`src/sv/bmc_pkg.sv`:
```
package bmc_pkg;

    // Result status codes.
    localparam logic [2:0] ST_COMPLETE = 3'd0;
    localparam logic [2:0] ST_CORRUPT  = 3'd1;
    localparam logic [2:0] ST_BALANCED = 3'd2;
    localparam logic [2:0] ST_OVERFLOW = 3'd3;
    localparam logic [2:0] ST_INVALID  = 3'd4;

    // Longest completion run that one line end may emit.
    localparam int MAX_RESULTS = 32;

    // Bracket characters in ASCII.
    localparam logic [7:0] CH_OPEN_PAREN   = 8'h28;
    localparam logic [7:0] CH_OPEN_SQUARE  = 8'h5B;
    localparam logic [7:0] CH_OPEN_CURLY   = 8'h7B;
    localparam logic [7:0] CH_OPEN_ANGLE   = 8'h3C;
    localparam logic [7:0] CH_CLOSE_PAREN  = 8'h29;
    localparam logic [7:0] CH_CLOSE_SQUARE = 8'h5D;
    localparam logic [7:0] CH_CLOSE_CURLY  = 8'h7D;
    localparam logic [7:0] CH_CLOSE_ANGLE  = 8'h3E;

    // Opener kinds as stored on the stack.
    localparam logic [1:0] KIND_PAREN  = 2'd0;
    localparam logic [1:0] KIND_SQUARE = 2'd1;
    localparam logic [1:0] KIND_CURLY  = 2'd2;
    localparam logic [1:0] KIND_ANGLE  = 2'd3;

    typedef struct packed {
        logic       is_open;
        logic       is_close;
        logic [1:0] kind;
    } char_class_t;

    // Classify one character as opener, closer or neither.
    function automatic char_class_t classify(input logic [7:0] ch);
        char_class_t c;
        c = '0;
        case (ch)
            CH_OPEN_PAREN:   begin c.is_open  = 1'b1; c.kind = KIND_PAREN;  end
            CH_OPEN_SQUARE:  begin c.is_open  = 1'b1; c.kind = KIND_SQUARE; end
            CH_OPEN_CURLY:   begin c.is_open  = 1'b1; c.kind = KIND_CURLY;  end
            CH_OPEN_ANGLE:   begin c.is_open  = 1'b1; c.kind = KIND_ANGLE;  end
            CH_CLOSE_PAREN:  begin c.is_close = 1'b1; c.kind = KIND_PAREN;  end
            CH_CLOSE_SQUARE: begin c.is_close = 1'b1; c.kind = KIND_SQUARE; end
            CH_CLOSE_CURLY:  begin c.is_close = 1'b1; c.kind = KIND_CURLY;  end
            CH_CLOSE_ANGLE:  begin c.is_close = 1'b1; c.kind = KIND_ANGLE;  end
            default:         c = '0;
        endcase
        return c;
    endfunction

    // Closing character for a stored opener kind.
    function automatic logic [7:0] close_char(input logic [1:0] kind);
        logic [7:0] ch;
        case (kind)
            KIND_PAREN:  ch = CH_CLOSE_PAREN;
            KIND_SQUARE: ch = CH_CLOSE_SQUARE;
            KIND_CURLY:  ch = CH_CLOSE_CURLY;
            KIND_ANGLE:  ch = CH_CLOSE_ANGLE;
            default:     ch = CH_CLOSE_PAREN;
        endcase
        return ch;
    endfunction

endpackage

```
`src/sv/bracket_match_completion.sv`:
```
// An opener or a non-bracket character is handled in S_IDLE; a closer also passes S_CHECK
// as the top entry comes from the registered stack memory read. Openers go at 1 word per
// cycle while the output is free; input waits while a closer is checked or a run drains.
// A line end that leaves open brackets emits each completion word through S_DRAIN_RD and
// S_DRAIN_OUT (stack memory read each). Reset (rst_n low, asynchronous) empties
// the stack, clears line state and out_valid; stack memory is not cleared and needs none.
module bracket_match_completion
    import bmc_pkg::*;
#(
    parameter int STACK_DEPTH = 32
)
(
    input  logic        clk,
    input  logic        rst_n,
    input  logic        s_tvalid,
    output logic        s_tready,
    input  logic [7:0]  s_tdata,   // [7:0] char_in
    input  logic        s_tlast,   // end_of_line
    output logic        m_tvalid,
    input  logic        m_tready,
    output logic [15:0] m_tdata,   // [2:0] status, [10:3] char_out, [15:11] zero
    output logic        m_tlast    // last_of_run
);

    localparam int CNT_W    = $clog2(STACK_DEPTH + 1);
    localparam int ADDR_W   = $clog2(STACK_DEPTH);
    localparam int EMIT_MAX = (STACK_DEPTH < MAX_RESULTS) ? STACK_DEPTH : MAX_RESULTS;

    // Sequencer states.
    localparam logic [1:0] S_IDLE      = 2'd0;
    localparam logic [1:0] S_CHECK     = 2'd1;
    localparam logic [1:0] S_DRAIN_RD  = 2'd2;
    localparam logic [1:0] S_DRAIN_OUT = 2'd3;

    logic [1:0]        state_reg, state_next;
    logic [CNT_W-1:0]  count_reg, count_next;
    logic              failed_reg, failed_next;
    logic              eol_reg, eol_next;
    logic [7:0]        char_reg, char_next;
    logic [1:0]        kind_reg, kind_next;
    logic [ADDR_W-1:0] idx_reg, idx_next;
    logic [CNT_W-1:0]  left_reg, left_next;

    logic              out_valid_reg, out_valid_next;
    logic [2:0]        out_status_reg, out_status_next;
    logic [7:0]        out_char_reg, out_char_next;
    logic              out_last_reg, out_last_next;

    // Stack memory and its ports.
    logic [1:0]        stack_mem [STACK_DEPTH];
    logic [1:0]        rd_data_reg;
    logic              rd_en, wr_en;
    logic [ADDR_W-1:0] rd_addr, wr_addr;
    logic [1:0]        wr_data;

    logic              out_free;
    logic              in_take;
    char_class_t       in_class;
    logic [CNT_W-1:0]  pop_count;

    assign out_free = !out_valid_reg || m_tready;
    assign s_tready = (state_reg == S_IDLE) && out_free;
    assign in_take  = s_tvalid && s_tready;
    assign in_class = classify(s_tdata);
    assign pop_count = count_reg - CNT_W'(1);

    assign m_tvalid = out_valid_reg;
    assign m_tdata  = {5'b0, out_char_reg, out_status_reg};
    assign m_tlast  = out_last_reg;

    // Synchronous stack memory, one write and one registered read per cycle.
    always_ff @(posedge clk)
    begin
        if (wr_en)
        begin
            stack_mem[wr_addr] <= wr_data;
        end
        if (rd_en)
        begin
            rd_data_reg <= stack_mem[rd_addr];
        end
    end

    // Next-state logic of the sequencer, stack pointer and output register.
    always_comb
    begin
        state_next      = state_reg;
        count_next      = count_reg;
        failed_next     = failed_reg;
        eol_next        = eol_reg;
        char_next       = char_reg;
        kind_next       = kind_reg;
        idx_next        = idx_reg;
        left_next       = left_reg;
        out_valid_next  = out_valid_reg && !m_tready;
        out_status_next = out_status_reg;
        out_char_next   = out_char_reg;
        out_last_next   = out_last_reg;
        rd_en           = 1'b0;
        rd_addr         = idx_reg;
        wr_en           = 1'b0;
        wr_addr         = count_reg[ADDR_W-1:0];
        wr_data         = in_class.kind;

        case (state_reg)
            S_IDLE:
            begin
                if (in_take)
                begin
                    char_next = s_tdata;
                    kind_next = in_class.kind;
                    eol_next  = s_tlast;
                    if (failed_reg)
                    begin
                        // Rest of a failed line is dropped.
                        if (s_tlast)
                        begin
                            failed_next = 1'b0;
                            count_next  = '0;
                        end
                    end
                    else if (in_class.is_open)
                    begin
                        if (count_reg == CNT_W'(STACK_DEPTH))
                        begin
                            out_valid_next  = 1'b1;
                            out_status_next = ST_OVERFLOW;
                            out_char_next   = s_tdata;
                            out_last_next   = 1'b1;
                            failed_next     = !s_tlast;
                            if (s_tlast)
                            begin
                                count_next = '0;
                            end
                        end
                        else
                        begin
                            // Push, then drain from the new top on a line end.
                            wr_en = 1'b1;
                            if (s_tlast)
                            begin
                                count_next = '0;
                                idx_next   = count_reg[ADDR_W-1:0];
                                left_next  = (count_reg + CNT_W'(1) < CNT_W'(EMIT_MAX)) ?
                                             count_reg + CNT_W'(1) : CNT_W'(EMIT_MAX);
                                state_next = S_DRAIN_RD;
                            end
                            else
                            begin
                                count_next = count_reg + CNT_W'(1);
                            end
                        end
                    end
                    else if (in_class.is_close)
                    begin
                        if (count_reg == '0)
                        begin
                            out_valid_next  = 1'b1;
                            out_status_next = ST_CORRUPT;
                            out_char_next   = s_tdata;
                            out_last_next   = 1'b1;
                            failed_next     = !s_tlast;
                        end
                        else
                        begin
                            // Fetch the top entry for the match check.
                            rd_en      = 1'b1;
                            rd_addr    = pop_count[ADDR_W-1:0];
                            count_next = pop_count;
                            state_next = S_CHECK;
                        end
                    end
                    else
                    begin
                        out_valid_next  = 1'b1;
                        out_status_next = ST_INVALID;
                        out_char_next   = s_tdata;
                        out_last_next   = 1'b1;
                        failed_next     = !s_tlast;
                        if (s_tlast)
                        begin
                            count_next = '0;
                        end
                    end
                end
            end

            S_CHECK:
            begin
                if (out_free)
                begin
                    if (rd_data_reg != kind_reg)
                    begin
                        out_valid_next  = 1'b1;
                        out_status_next = ST_CORRUPT;
                        out_char_next   = char_reg;
                        out_last_next   = 1'b1;
                        failed_next     = !eol_reg;
                        if (eol_reg)
                        begin
                            count_next = '0;
                        end
                        state_next = S_IDLE;
                    end
                    else if (eol_reg && count_reg == '0)
                    begin
                        out_valid_next  = 1'b1;
                        out_status_next = ST_BALANCED;
                        out_char_next   = 8'h00;
                        out_last_next   = 1'b1;
                        state_next      = S_IDLE;
                    end
                    else if (eol_reg)
                    begin
                        count_next = '0;
                        idx_next   = pop_count[ADDR_W-1:0];
                        left_next  = (count_reg < CNT_W'(EMIT_MAX)) ?
                                     count_reg : CNT_W'(EMIT_MAX);
                        state_next = S_DRAIN_RD;
                    end
                    else
                    begin
                        state_next = S_IDLE;
                    end
                end
            end

            S_DRAIN_RD:
            begin
                rd_en      = 1'b1;
                rd_addr    = idx_reg;
                state_next = S_DRAIN_OUT;
            end

            S_DRAIN_OUT:
            begin
                if (out_free)
                begin
                    out_valid_next  = 1'b1;
                    out_status_next = ST_COMPLETE;
                    out_char_next   = close_char(rd_data_reg);
                    out_last_next   = (left_reg == CNT_W'(1));
                    left_next       = left_reg - CNT_W'(1);
                    idx_next        = idx_reg - ADDR_W'(1);
                    state_next      = (left_reg == CNT_W'(1)) ? S_IDLE : S_DRAIN_RD;
                end
            end

            default:
            begin
                state_next = S_IDLE;
            end
        endcase
    end

    // Control registers.
    always_ff @(posedge clk or negedge rst_n)
    begin
        if (!rst_n)
        begin
            state_reg     <= S_IDLE;
            count_reg     <= '0;
            failed_reg    <= 1'b0;
            out_valid_reg <= 1'b0;
        end
        else
        begin
            state_reg     <= state_next;
            count_reg     <= count_next;
            failed_reg    <= failed_next;
            out_valid_reg <= out_valid_next;
        end
    end

    // Payload registers.
    always_ff @(posedge clk)
    begin
        eol_reg        <= eol_next;
        char_reg       <= char_next;
        kind_reg       <= kind_next;
        idx_reg        <= idx_next;
        left_reg       <= left_next;
        out_status_reg <= out_status_next;
        out_char_reg   <= out_char_next;
        out_last_reg   <= out_last_next;
    end

endmodule

```
`config.mk`:
```
export PLATFORM = sky130hd
export DESIGN_NAME = bracket_match_completion
export DESIGN_NICKNAME = d
export VERILOG_FILES = /design/src/sv/bmc_pkg.sv /design/src/sv/bracket_match_completion.sv
export SDC_FILE = /design/constraint.sdc
export NUM_CORES = 1
export LEC_CHECK = 0
export BUFFER_PORTS_ARGS = -buffer_cell sky130_fd_sc_hd__clkbuf_2
export CORE_UTILIZATION = 60
export DETAILED_ROUTE_END_ITERATION = 16
export GPL_ROUTABILITY_DRIVEN = 0
export PLACE_DENSITY = 0.79
export SYNTH_ARGS = -nofsm -noshare
export SYNTH_HDL_FRONTEND = slang
export SYNTH_SLANG_ARGS = --single-unit
```
`constraint.sdc`:
```
create_clock -name clk -period 4.3 [get_ports clk]
set_input_delay 0.215 -clock clk [delete_from_list [all_inputs] [get_ports clk]]
set_output_delay 0.215 -clock clk [all_outputs]
set_load 0.05 [all_outputs]
```
Word-level counts from Yosys, hierarchy flattened
Memories as Yosys holds them, arrays and structs flattened. A register that Yosys moved wholly into a read port is not among the register bits. Cells that the tools add are included.

Order comparisons: 2. $add $sub $neg: 4. Muxes and demuxes: 128. Reductions and logical operators: 25. Equality and inequality tests: 37.

Operators with widths (number): $mux W6 (24); $mux W5 (16); $mux W8 (10); $mux W1 (43); $eq A8 B6 Y1 const B (4); $eq A8 B7 Y1 const B (4); $pmux W8 S4 (1); $mux W3 (10); $mux W2 (13); $pmux W8 S3 (1); $ne A2 B2 Y1 const B (11); $ne A3 B3 Y1 const B (6); $pmux W6 S3 (1); $reduce_and A8 Y1 (2); $pmux W5 S3 (1); $lt A6 B6 Y1 const B (2); $pmux W6 S2 (1); $sub A6 B1 Y6 const B (2); $reduce_and A11 Y1 (1); $pmux W3 S3 (1); $eq A2 B2 Y1 const B (4); $pmux W2 S4 (1); $reduce_or A4 Y1 (2); $add A6 B1 Y6 const B (1); other kinds (22) (34).

Flip-flop bits (word level): 44. Memories kept: 1. Output and inout bits: 19. Bits in writable memories: 64. Logic and storage cells: 209. Input port bits: 13.

Memories: stack_mem (words 32, bits a word 2, read ports 1, clocked after Yosys merged registers in 1, write ports 1, line bracket_match_completion.sv:50) `logic [1:0] stack_mem [STACK_DEPTH];`.

Depth between registers and ports, before layout
Gate-level depths: netlist (run 1).

Depth in word-level cells: 9. Mapped depth: 11. Gate-level depth less buffers: 9.

Worst setup path before layout (run 1)
Ideal clock, no wire load.

Path kind: register to register. Start point: register count_reg[0]. End point: register rd_data_reg[0], read port of stack_mem, data pin. Data arrival time: 2608 ps. Data required time: 4032 ps. Setup time: 268 ps. Cell stages (with the launch flop): 12. Slack: 1424 ps. Path through: dfrtp_1 clkbuf_1 clkinv_1 ha_1 nand3b_1 o211ai_4 mux2i_4 buf_6 mux2i_1 mux2i_1 a211oi_1 a22oi_1.

Longest elaborated chain between the ends: 7.

RTL lines: start: declaration (line bracket_match_completion.sv:36) `logic [CNT_W-1:0] count_reg, count_next;`; start signal: assignment (line bracket_match_completion.sv:269) `count_reg <= count_next;`; $sub A6 B1 Y6 or $logic_not A6 Y1 (tied branches) (line bracket_match_completion.sv:65, bracket_match_completion.sv:156); $mux W5 or $mux W1 (tied branches) (line bracket_match_completion.sv:156) `if (count_reg == '0)`; $mux W5 or $mux W1 (tied branches) (line bracket_match_completion.sv:154) `else if (in_class.is_close)`; $mux W5 or $mux W1 (tied branches) (line bracket_match_completion.sv:122) `else if (in_class.is_open)`; $mux W5 or $mux W1 (tied branches) (line bracket_match_completion.sv:113) `if (failed_reg)`; $mux W5 or $mux W1 (tied branches) (line bracket_match_completion.sv:108) `if (in_take)`; $mux W5 or $pmux W1 S2 (tied branches) (line bracket_match_completion.sv:105) `case (state_reg)`; end: declaration (line bracket_match_completion.sv:51) `logic [1:0] rd_data_reg;`.

Several ways; a longest one is shown, not always the timed one. A chain may end at the register's enable or synchronous reset.

Worst setup path after layout (run 1)
Start point: register count_reg[0]. End point: register rd_data_reg[1], read port of stack_mem, data pin.

The elaborated chain is that of the path after synthesis.

==> impl.org, run 1 <==
** Finish
- The area growth from synthesis to layout is 7.08%.
- Storage cell area :: 3250 µm²
- Antenna diode count :: 0
- Multi-input combinational cell area :: approximately 2400 µm²
- The final layout contains ~570 nets.
- Final-layout fill cell count :: 707
- Final core utilization :: 0.671
- In the final layout, the share of cells above drive strength 1 is 0.121.
- The register with the most flip-flops in the layout has 64 of them.

** Clock network
- Number of sinks driven by the clock tree :: 110
- The clock tree synthesis step divided the H-tree into 3 levels.
- The tree is rooted in a sky130_fd_sc_hd__clkbuf_8.
- Clock slew seen by the registers of the worst setup and hold paths :: 0.11 ns
- After clock tree synthesis, the flow added hold-fix buffers numbering 1.
- At the later pin of the worst-skew pair, clock insertion delay measures between 0.3 and 0.4 ns.
- Post-CTS sizing :: 0
- TritonCTS built the clock tree.
- Counting the buffers created by CTS gives 9.
- Number of buffers added for setup after CTS :: 0
- Buffers from clock root to sink, at most :: 2

** Synth
- Number of library cell types mapped by synthesis :: 62
- Syn Area/Cell :: about 11 µm²
- Library cell with the highest instance count after synthesis :: sky130_fd_sc_hd__edfxtp_1
- Number of enable flip-flop cells after synthesis :: 100
- Leading cell types by total area after synthesis :: sky130_fd_sc_hd__edfxtp_1, sky130_fd_sc_hd__mux2i_1, sky130_fd_sc_hd__dfrtp_1
- Async set-reset flop share out of synthesis :: 0.0909
- Most instantiated flip-flop cell in the synthesis netlist :: sky130_fd_sc_hd__edfxtp_1
- The synthesized design contains 110 register bits.
- Cells after Synth :: 526
- Sequential-to-total area share from yosys stat :: 0.554
- The share of synthesized area in the top cell type comes to 0.512.
- Synthesis warning total :: 0
- The synthesized design spends more area on one cell type than any other, namely sky130_fd_sc_hd__edfxtp_1.
- Summing every instance area after synthesis gives around 6000 µm².
- The commonest cells after synthesis are sky130_fd_sc_hd__edfxtp_1, sky130_fd_sc_hd__nor2_1, sky130_fd_sc_hd__nand2_1.

** Setup path
- STA classifies the critical path endpoint as a flop.
- CP required :: 4.44 ns
- Data arrival, critical path :: between 3 and 4 ns
- STA classifies the critical path startpoint as a flop.
- Top fanout value on the critical path :: 16
- Classification of the worst setup path :: flop to flop

** Timing
- Final Hold Vio Count :: 0
- Worst setup slack after layout :: 0.726 ns
- Relative max-transition margin :: 0.198
- Setup violations remaining at the end of the flow were counted as 0.
- Setup Skew :: 0.0169 ns
- Peak clock frequency supported by timing :: 0.280 GHz
- Min Tclk post-route :: 3.57 ns
- Tcrit/Tclk final :: 0.831
- Final TNS setup :: 0 ns
- Setup repair after global routing left no endpoint under its margin.
- The number of pins with negative max-slew slack in the final report came to 0.
- For the pin with the worst max-slew slack, the measured transition is 1.20 ns.

** Global routing
- The first global-routing pass estimated 20,800 µm of wire.
- Vias in the first global route :: roughly 4,000
- After global routing the overflow that remains totals 0.
- The number of antenna violations at the first check in global routing is 0.
- In the global route stage, overall resource usage came out at 0.272.
- Entering global routing, the biggest net connects 57 pins.

** Route
- In the routed design, unresolved DRC markers number 0.
- DRT Pass-1 Iters :: 5
- Post-detailed-route wirelength per cell :: 19.3 µm
- Via-per-instance ratio :: approximately 6.3
- Detail Route Antenna Nets :: 0
- For this block, the routed nets add up to 13,200 µm of wire.
- Number of DRC markers after the initial detailed-route iteration :: ~470
- Via Count :: 4,283

** Die
- The floorplan has 35 rows.
- Number of top-level design ports :: 32
- Core Area :: between 9000 and 10,000 µm²
- The die covers between 10,000 and 15,000 µm².
- For this configuration, the core starts out at a cell density of 0.626.
- The die is 101 µm tall.
- Die width :: 101 µm

** Job
- The tool flagged a number of max-cap violations equal to 0.

** Placement
- Quantity of I/O buffers inserted on ports :: 26
- After legalization and detailed placement, the total HPWL measured roughly 9200 µm.
- Post-placement worst setup slack :: between 0.8 and 0.9 ns

** Pwr
- Dividing total power by cell area gives a power density of between 500 and 600 nW/µm².
- Across the VDD grid, the largest voltage drop is 0.000404 V.
- Leakage Power :: 2.21 nW

** Hold path
- Hold Crit Class :: input port to flop

** Outcome
- The flow ran to the end, and the final reports show no timing, DRC or antenna violations.
## worst max-delay path, cell delays in order (launching register included)
cell	delay (ns)
sky130_fd_sc_hd__dfrtp_1	0.56
sky130_fd_sc_hd__clkinv_1	0.35
sky130_fd_sc_hd__ha_1	0.36
sky130_fd_sc_hd__nand3b_1	0.21
sky130_fd_sc_hd__o211ai_4	0.25
sky130_fd_sc_hd__mux2i_4	0.50
sky130_fd_sc_hd__buf_4	0.38
sky130_fd_sc_hd__mux2i_1	0.27
sky130_fd_sc_hd__mux2_2	0.19
sky130_fd_sc_hd__a2bb2oi_1	0.16
sky130_fd_sc_hd__a22oi_1	0.08
## path summary, 6_finish.rpt
kind                              startpoint              end  slack (ns)  depth (start not counted)
min in group asynchronous              rst_n     count_reg[4]        0.23                          2
worst min register to register   char_reg[7]  out_char_reg[7]        0.61                          2
worst min-delay path              s_tdata[6]      char_reg[6]        0.07                          1
worst max-delay path            count_reg[0]   rd_data_reg[1]        0.73                         10
worst max register to register  count_reg[0]   rd_data_reg[1]        0.73                         10
max in group asynchronous              rst_n     count_reg[1]        3.85                          2
## report_power, final
group / internal [W] / switching [W] / total, W
clock network: 0.000221 / 0.000368 / 0.000589
logic: 0.000332 / 0.000892 / 0.00122
registers: 0.00135 / 0.0000799 / 0.00143
total: 0.00191 / 0.00134 / 0.00325
## layout make-up
type | count | area share
clock buffers | 10 | 0.0203
flip-flops and latches | 110 | 0.518
inverters | 17 | 0.0102
clock inverters | 6 | 0.00876
multi-input cells | 374 | 0.386
repair buffers | 35 | 0.0319
well taps | 129 | 0.0257
## per-layer routing
layer	GRT usage	up-vias	part of all wire
met4	0.100	2	0.019
li1	-	1980	-
met3	0.0354	25	0.073
met2	0.413	232	0.46
met1	0.399	2044	0.44
met5	0.0308	-	0.0028
## layout by cell type, fill, tap and decap left out, types with 6 or more instances in the layout
cell type / synthesis / routed
sky130_fd_sc_hd__edfxtp_1: 100 / 100
sky130_fd_sc_hd__clkbuf_2: 0 / 26
sky130_fd_sc_hd__mux2i_1: 38 / 38
sky130_fd_sc_hd__o22ai_1: 7 / 7
sky130_fd_sc_hd__nand3_1: 11 / 11
sky130_fd_sc_hd__xnor2_1: 13 / 13
sky130_fd_sc_hd__nor2_1: 65 / 65
sky130_fd_sc_hd__inv_1: 14 / 14
sky130_fd_sc_hd__clkbuf_8: 0 / 9
sky130_fd_sc_hd__ha_1: 12 / 12
sky130_fd_sc_hd__dfrtp_1: 10 / 10
sky130_fd_sc_hd__nand2_1: 51 / 51
sky130_fd_sc_hd__o31ai_1: 6 / 6
sky130_fd_sc_hd__nand2b_1: 6 / 6
sky130_fd_sc_hd__nor3_1: 15 / 15
sky130_fd_sc_hd__buf_4: 5 / 8
sky130_fd_sc_hd__o21ai_0: 25 / 24
sky130_fd_sc_hd__xor2_1: 6 / 6
sky130_fd_sc_hd__a21oi_1: 29 / 29
## stage by stage
step	area [µm²]	hold WS (ns)	cells	power [W]
3_5_place_dp	6090	0.102	664	0.00266
6_report	6280	0.0665	681	0.00325
2_1_floorplan	5880	-0.0806	530	0.00239
4_1_cts	6280	0.0585	681	0.00323
5_1_grt	6280	0.0738	681	0.00341
3_3_place_gp	6090	0.0968	664	0.00263
## cells by family (layout without fill, tap and decap cells)
family	after synthesis	after routing	share of synthesized area
AOI/OAI and AO/OA	113	113	0.129
xor gates and xnor gates	19	19	0.0284
adders and majority gates	12	12	0.0256
buffers and inverters	46	68	0.0369
DFF	110	110	0.554
muxes	43	43	0.0782
other	1	5	0.000639
and+or+nand+nor	182	182	0.148
Power figures use the tool's default switching activity.
==> run 2: changes to the inputs <==
--- a/config.mk
+++ b/config.mk
@@ -5,11 +5,12 @@
 export SDC_FILE = /design/constraint.sdc
 export NUM_CORES = 1
 export LEC_CHECK = 0
+export ABC_AREA = 1
 export BUFFER_PORTS_ARGS = -buffer_cell sky130_fd_sc_hd__clkbuf_2
 export CORE_UTILIZATION = 60
 export DETAILED_ROUTE_END_ITERATION = 16
 export GPL_ROUTABILITY_DRIVEN = 0
-export PLACE_DENSITY = 0.79
+export PLACE_DENSITY = 0.78
 export SYNTH_ARGS = -nofsm -noshare
 export SYNTH_HDL_FRONTEND = slang
 export SYNTH_SLANG_ARGS = --single-unit
==> constraint.sdc (replaced) <==
create_clock -name clk -period 3.4 [get_ports clk]
set_input_delay 0.17 -clock clk [delete_from_list [all_inputs] [get_ports clk]]
set_output_delay 0.17 -clock clk [all_outputs]
set_load 0.05 [all_outputs]
==> impl.org, run 2 <==
** Outcome
- The run finished with clean final reports.

** Global routing
- Final global-route overflow total :: 0 (unchanged)
- Global routing usage summed across all routing layers :: 0.294 (+0.0221)
- The global-route wire length before repair is 23,100 µm (+11%).
- Antenna violations before repair :: 0 (unchanged)
- The largest net degree at the start of global routing came to 34 (-40%).
- The via count of the first global-routing pass was 4,536 (+15%).

** Synth
- The synthesized-area fraction occupied by ao, oa, aoi and oai cells was 0.0799 (-0.0487).
- The share of synthesized cell area in and, or, nand and nor gates is 0.257 (+0.110).
- Number of library cell types mapped by synthesis :: 48 (-23%)
- Share of synthesized area spent on multiplexers :: 0 (-0.0782)
- Leading cell types by total area after synthesis :: sky130_fd_sc_hd__edfxtp_1, sky130_fd_sc_hd__nand2_1, sky130_fd_sc_hd__nand3_1
- Async set-reset flop share out of synthesis :: 0.0909 (unchanged)
- The number of flops mapped to enable cells by yosys was 100 (unchanged).
- Most instantiated flip-flop cell in the synthesis netlist :: sky130_fd_sc_hd__edfxtp_1
- The yosys synthesis warning count was 0 (unchanged).
- Library cell with the highest instance count after synthesis :: sky130_fd_sc_hd__nand2_1
- Dominant combinational cell family by area after synthesis :: simple AND/OR/NAND/NOR gates
- The post-synthesis instance total came to 666 (+27%).
- Sequential-to-total area share from yosys stat :: 0.534 (-0.0204)
- Count of state elements after synthesis :: 110 (unchanged)
- Synthesized cell area :: 6090 µm² (+3.8%)
- Dominant cell type by area after synthesis :: sky130_fd_sc_hd__edfxtp_1
- By count the netlist is led by sky130_fd_sc_hd__nand2_1, sky130_fd_sc_hd__inv_1, sky130_fd_sc_hd__edfxtp_1.
- Synthesized-area fraction occupied by xor and xnor cells :: 0.0115 (-0.0169)
- Synth Area in Adders :: 0.0246 (-0.000940)
- Syn Area/Cell :: 9.15 µm² (-18%)
- The top cell type's share of synthesized area was 0.493 (-0.0188).

** Clock network
- Clock tree from TritonCTS :: built
- The H-tree depth reported by CTS was 3 (unchanged).
- Buffers from clock root to sink, at most :: 2 (unchanged)
- Clock tree synthesis selected as its root buffer the cell sky130_fd_sc_hd__clkbuf_8.
- The number of gates resized after CTS was 0 (unchanged).
- The register clock-pin slew on the reported worst setup and hold paths was 0.11 ns (about the same).
- The insertion delay of the later-clocked pin in the worst-skew pair came to 0.40 ns (+0.02 ns).
- The clock net sink count is 110 (unchanged).
- Number of buffers created by CTS :: 9 (unchanged)

** Finish
- The number of flip-flops in the largest register came to 64 (unchanged).
- Antenna diode count :: 0 (unchanged)
- Number of nets at the end of the flow :: 721 (+26%)
- Final standard cell count with taps included and fillers excluded :: 834 (+22%)
- Final core utilization :: 0.670 (-0.000903)
- Fraction of final layout cells sized beyond drive strength 1 :: 0.113 (-0.00868)
- Final-layout fill cell count :: 839 (+19%)
- Compared with the post-synthesis result, the final layout area differs by 7.93%.
- Leading cell type in the layout, fill and taps excluded :: sky130_fd_sc_hd__nand2_1
- Most frequent cells in the layout :: sky130_fd_sc_hd__nand2_1, sky130_fd_sc_hd__inv_1, sky130_fd_sc_hd__edfxtp_1

** Setup path
- Traced cell by cell, the critical path runs through inv_1, ha_1, nand3_2, nor2_4, nor2_4, nand2_4, nand2_4, nand2_2, nand2_1, nand3_1, nand3_1, nand3_1, nand2_1, nand2_1, nand2_1.
- Crit-path slowest cell :: sky130_fd_sc_hd__nand2_2
- Classification of the worst setup path :: flop to flop
- STA classifies the critical path startpoint as a flop.
- Data arrival, critical path :: 3.06 ns (-0.65 ns)
- The required arrival time at the worst endpoint came to 3.56 ns (-0.88 ns).
- Most prevalent standard cell on the critical path :: sky130_fd_sc_hd__nand2_1
- Top fanout value on the critical path :: 30 (+14)
- Kind of capture point of the worst setup path :: flop
- Largest stage delay on the critical path :: 0.48 ns (-0.08 ns)

** Timing
- Tcrit/Tclk final :: 0.851 (+0.0202)
- Hold_ws :: 0.0142 ns (-0.0523 ns)
- The maximum frequency from static timing analysis was 0.345 GHz (+23%).
- The setup clock skew after layout came to 0.0157 ns (-0.00121 ns).
- The total negative slack for setup checks came to 0 ns (unchanged).
- Setup repair after global routing missed its margin :: false
- Number of pins with negative max-slew slack in the final report :: 0 (unchanged)
- Min Tclk post-route :: 2.89 ns (-0.679 ns)
- Number of setup violations in the final report :: 0 (unchanged)
- Tightest Pin Transition :: 0.630 ns (-0.573 ns)
- The worst slew margin relative to its limit came to 0.576 (+0.377).
- The number of failing hold endpoints at the final stage was 0 (unchanged).

** Route
- Post-route DRC violation count :: 0 (unchanged)
- DRT Pass-1 Iters :: 7 (+2)
- Via-per-instance ratio :: 5.91 (-6.0%)
- The count of nets left with antenna violations after detail routing came to 0 (unchanged).
- The final routed wirelength across all metal layers came to 14,400 µm (+9.8%).
- Number of DRC markers after the initial detailed-route iteration :: 732 (+57%)
- The wire length per cell after detailed routing was 17.3 µm (-10%).
- The overall via count from detail_route is 4,930 (+15%).

** Pwr
- Switching power total :: 0.000657 W (-51%)
- Post-layout total power :: 0.00263 W (-19%)
- Internal Pwr Total :: 0.00198 W (+3.7%)
- The clock network fraction of total power is 0.321 (+0.140).
- The power per standard cell area came to 401 nW/µm² (-22%).
- The switching fraction of total power came to 0.249 (-0.163).
- Leakage Power :: 2.78 nW (+26%)
- Combinational power share :: 0.104 (-0.273)
- Max IR drop VDD :: 0.000347 V (-14%)
- Fraction of power consumed by sequential logic :: 0.575 (+0.133)

** Die
- The die area was 10,600 µm² (+3.7%).
- The floorplan core area was 9820 µm² (+4.8%).
- DIE HEIGHT :: 103 µm (+1.9%)
- The effective utilization at floorplan came to 0.621 (-0.00576).
- The cell row count was 36 (+2.9%).
- Number of top-level design ports :: 32 (unchanged)
- Die width :: 103 µm (+1.9%)

** Placement
- Cell count after placement :: 815 (+23%)
- HPWL after detailed placement :: 10,200 µm (+11%)
- The number of input and output port buffers inserted came to 26 (unchanged).

** Hold path
- The worst hold path belongs to the class input port to flop.

** Job
- The max-cap violation count was 0 (unchanged).
==> run 2: cell types whose count changed in the layout (fill, tap and decap cells not counted), sizes merged, moves of 16 or more <==
| cell | delta |
|---|---|
| inv | +95 |
| a21oi | -16 |
| mux2i | -40 |
| nand2 | +75 |
| nand3 | +83 |
==> run 2: kinds of logic (layout without fill, tap and decap cells) <==
family | count (synthesis) | in the layout
simple gates | 328 | 328
buf+inv | 136 | 167
flops | 110 | 110
compound gates | 71 | 71
fa+ha+maj | 12 | 12
xor+xnor | 8 | 8
other cells | 1 | 5
==> run 2: what timing repair did <==
item / CTS / global route
setup endpoints to repair: 0 / 0
hold buffers: 3 / 0
buffers inserted: 0 / 0
hold endpoints to repair: 12 / 0
==> run 2: metrics by stage <==
stage                     worst slack (ns)  area, µm²
final                                0.505       6580
after global routing                 0.264       6580
after CTS                            0.529       6580
after detailed placement             0.569       6340
after global placement               0.731       6340
after floorplan                      0.319       6110
==> run 2: cell type report <==
class                           count  area [µm²]  share of cell area
Sequential cell                   110        3250               0.495
Timing Repair Buffer               37         220              0.0335
Multi-Input combinational cell    424        2300               0.350
Clock inverter                      4        71.3              0.0108
Tap cell                          133         166              0.0253
Inverter                          114         430              0.0654
Clock buffer                       12         135              0.0205
==> run 2: metal layers <==
metal | wire length (µm) | GRT usage
met5 | 0 | 0
met4 | 297 | 0.0943
met3 | 1260 | 0.0746
met2 | 6810 | 0.468
met1 | 6070 | 0.397
==> run 2: power by group through the flow <==
stage	logic (W)	clock network, W	registers, W
5_1_grt	0.000297	0.000899	0.00152
2_1_floorplan	0.000162	0	0.00158
4_1_cts	0.000270	0.000849	0.00151
3_5_place_dp	0.000266	0	0.00154
3_3_place_gp	0.000260	0	0.00154
6_report	0.000274	0.000845	0.00151
==> run 2: worst max-delay path, delay by kind of cell (launching register included) <==
family / cells / cell delay (ns)
buffers and inverters: 1 / 0.17
AND/OR/NAND/NOR: 13 / 1.80
adder cells (fa/ha/maj): 1 / 0.21
flip-flops: 1 / 0.47
==> run 2: worst paths after layout <==
path	start	endpoint	slack (ns)	cells after the start
worst min-delay path	s_tdata[3]	char_reg[3]	0.01	1
min in group asynchronous	rst_n	count_reg[1]	0.18	2
worst max-delay path	count_reg[1]	rd_data_reg[0]	0.51	15
worst max register to register	count_reg[1]	rd_data_reg[0]	0.51	15
max in group asynchronous	rst_n	count_reg[4]	2.97	2
worst min register to register	char_reg[7]	out_char_reg[7]	0.56	2
==> run 3: changes to the inputs <==
--- a/config.mk
+++ b/config.mk
@@ -10,7 +10,7 @@
 export CORE_UTILIZATION = 60
 export DETAILED_ROUTE_END_ITERATION = 16
 export GPL_ROUTABILITY_DRIVEN = 0
-export PLACE_DENSITY = 0.78
+export PLACE_DENSITY = 0.9
 export SYNTH_ARGS = -nofsm -noshare
 export SYNTH_HDL_FRONTEND = slang
 export SYNTH_SLANG_ARGS = --single-unit
==> impl.org, run 3 (synthesis gave the netlist of run 2 again) <==
** Outcome
- The flow ran to the end, and the final reports show no timing, DRC or antenna violations.

** Setup path
- Top fanout value on the critical path :: 30 (unchanged)
- Data arrival, critical path :: 3.29 ns (+0.23 ns)
- STA classifies the critical path endpoint as a flop.
- Setup crit start kind :: flop
- The required arrival time at the worst endpoint is 3.55 ns (about the same).
- Classification of the worst setup path :: flop to flop

** Route
- Via-per-instance ratio :: 6.15 (+4.0%)
- The violation count after the first detailed-route iteration is 631 (-14%).
- DRT Pass-1 Iters :: 5 (-2)
- The final routed wirelength across all metal layers came to 14,600 µm (+1.3%).
- Post-route DRC violation count :: 0 (unchanged)
- The overall via count from detail_route was 5,117 (+3.8%).
- Post-detailed-route wirelength per cell :: 17.6 µm (+1.6%)
- Detail Route Antenna Nets :: 0 (unchanged)

** Global routing
- The largest net degree at the start of global routing came to 34 (unchanged).
- The global-route wire length before repair is 23,200 µm (+0.39%).
- The global-route usage over all layers came to 0.293 (-0.00116).
- The number of antenna violations at the first check in global routing came to 0 (unchanged).
- Final global-route overflow total :: 0 (unchanged)
- The via count of the first global-routing pass came to 4,881 (+7.6%).

** Finish
- The number of flip-flops in the largest register was 64 (unchanged).
- Synth-to-layout area growth :: 6.84%
- Leaving out fill and tap cells, the most frequent cell in the layout is sky130_fd_sc_hd__nand2_1.
- The top cell types in the final layout, fill and taps aside, are sky130_fd_sc_hd__nand2_1, sky130_fd_sc_hd__inv_1, sky130_fd_sc_hd__edfxtp_1.
- The final non-filler cell total came to 832 (-0.24%).
- The fraction of layout cells with a size suffix above 1 was 0.107 (-0.00540).
- The net count of the finished layout is 719 (-0.28%).
- Antenna diode count :: 0 (unchanged)

** Die
- Core Rows :: 36 (unchanged)
- Die outline area :: 10,600 µm² (unchanged)
- The top-level I/O count is 32 (unchanged).
- DIE HEIGHT :: 103 µm (unchanged)
- The effective utilization at floorplan was 0.621 (unchanged).
- The x dimension of the die was 103 µm (unchanged).
- Core Area :: 9820 µm² (unchanged)

** Clock network
- The tree is rooted in a sky130_fd_sc_hd__clkbuf_8.
- Count of hold buffers inserted by post-cts repair :: 3 (unchanged)
- The insertion delay of the later-clocked pin in the worst-skew pair was 0.38 ns (-0.02 ns).
- Post-CTS sizing :: 0 (unchanged)
- The number of buffers inserted to repair setup after CTS came to 0 (unchanged).
- Buffers from clock root to sink, at most :: 2 (unchanged)
- Clock tree from TritonCTS :: built
- H-tree level count :: 3 (unchanged)
- The CTS buffer count came to 9 (unchanged).
- The register clock-pin slew on the reported worst setup and hold paths was 0.11 ns (about the same).
- Number of sinks driven by the clock tree :: 110 (unchanged)

** Pwr
- The power per standard cell area was 380 nW/µm² (-5.0%).
- The worst voltage drop across the vdd grid came to 0.000217 V (-37%).
- Leakage Power :: 2.75 nW (-1.1%)

** Job
- The max-cap violation count came to 0 (unchanged).

** Timing
- The total negative slack for setup checks is 0 ns (unchanged).
- Relative max-transition margin :: 0.537 (-0.0391)
- The number of pins with negative max-slew slack in the final report came to 0 (unchanged).
- Peak clock frequency supported by timing :: 0.318 GHz (-7.8%)
- The shortest period the worst path allows is 3.14 ns (+0.246 ns).
- The final critical-path share of the clock period is 0.924 (+0.0724).
- Tightest Pin Transition :: 0.688 ns (+0.0580 ns)
- The count of endpoints failing setup in the final report came to 0 (unchanged).
- Setup Skew :: 0.0127 ns (-0.00296 ns)
- Setup repair after global routing missed its margin :: false
- Final Hold Vio Count :: 0 (unchanged)

** Placement
- HPWL after detailed placement :: 10,200 µm (-0.15%)
- The number of input and output port buffers inserted was 26 (unchanged).
- Cell count after placement :: 813 (-0.25%)

** Hold path
- Hold Crit Class :: input port to flop
## run 3: changes by cell type in the layout (fill, tap and decap cells not counted), sizes merged
| cell | delta |
|---|---|
| buf | -2 |
| bufinv | -2 |
| clkbuf | -3 |
| clkinvlp | -1 |
| clkinv | +6 |
## run 3: per-layer routing
metal	track usage	share of wire
met1	0.359	0.38
met2	0.471	0.48
met3	0.0671	0.10
met4	0.183	0.047
met5	0	0
## run 3: per-stage QoR
| stage | hold WS, ns | utilization | setup slack, ns | instance area (µm²) | power [W] |
|---|---|---|---|---|---|
| floorplan | -0.126 | - | 0.319 | 6110 | 0.00174 |
| global placement | 0.0639 | 0.644 | 0.551 | 6320 | 0.00180 |
| detailed placement | 0.0661 | 0.644 | 0.400 | 6320 | 0.00181 |
| CTS | 0.00276 | 0.663 | 0.347 | 6510 | 0.00247 |
| global route | 0.0111 | 0.663 | 0.0613 | 6510 | 0.00253 |
| finish | 0.0158 | 0.663 | 0.259 | 6510 | 0.00248 |
## run 3: where the power goes
| group | leakage, nW | switching [W] | total [W] | internal, W |
|---|---|---|---|---|
| logic | 1.66 | 0.000210 | 0.000277 | 0.0000663 |
| registers | 1.02 | 0.0000183 | 0.00151 | 0.00150 |
| clock network | 0.0782 | 0.000431 | 0.000685 | 0.000254 |
## run 3: critical path, cell delays in order, from the launching register on
cell and delay (ns):
sky130_fd_sc_hd__dfrtp_1 0.43, sky130_fd_sc_hd__inv_1 0.31, sky130_fd_sc_hd__ha_1 0.25, sky130_fd_sc_hd__nand3_2 0.14, sky130_fd_sc_hd__nor2_4 0.21, sky130_fd_sc_hd__nor2_4 0.07
sky130_fd_sc_hd__nand2_4 0.14, sky130_fd_sc_hd__nand2_4 0.20, sky130_fd_sc_hd__nand2_2 0.47, sky130_fd_sc_hd__nand2_1 0.12, sky130_fd_sc_hd__nand3_1 0.11, sky130_fd_sc_hd__nand3_1 0.11
sky130_fd_sc_hd__nand3_1 0.16, sky130_fd_sc_hd__nand2_1 0.07, sky130_fd_sc_hd__nand2_1 0.06, sky130_fd_sc_hd__nand2_1 0.05
## run 3: path summary, 6_finish.rpt
check                             start               to  slack [ns]  depth (start not counted)
max                        count_reg[0]   rd_data_reg[0]        0.26                         15
min                          s_tdata[3]      char_reg[3]        0.02                          1
max reg2reg                count_reg[0]   rd_data_reg[0]        0.26                         15
min reg2reg                 char_reg[0]  out_char_reg[0]        0.55                          2
max in group asynchronous         rst_n     state_reg[1]        2.96                          2
min in group asynchronous         rst_n     count_reg[0]        0.20                          2
## run 3: cell type report
type | instances | area (µm²)
flip-flops and latches | 110 | 3250
clock inverters | 7 | 31.3
fillers | 778 | 3310
repair buffers | 35 | 205
inverters | 114 | 430
well taps | 133 | 166
clock buffers | 9 | 124
multi-input cells | 424 | 2300
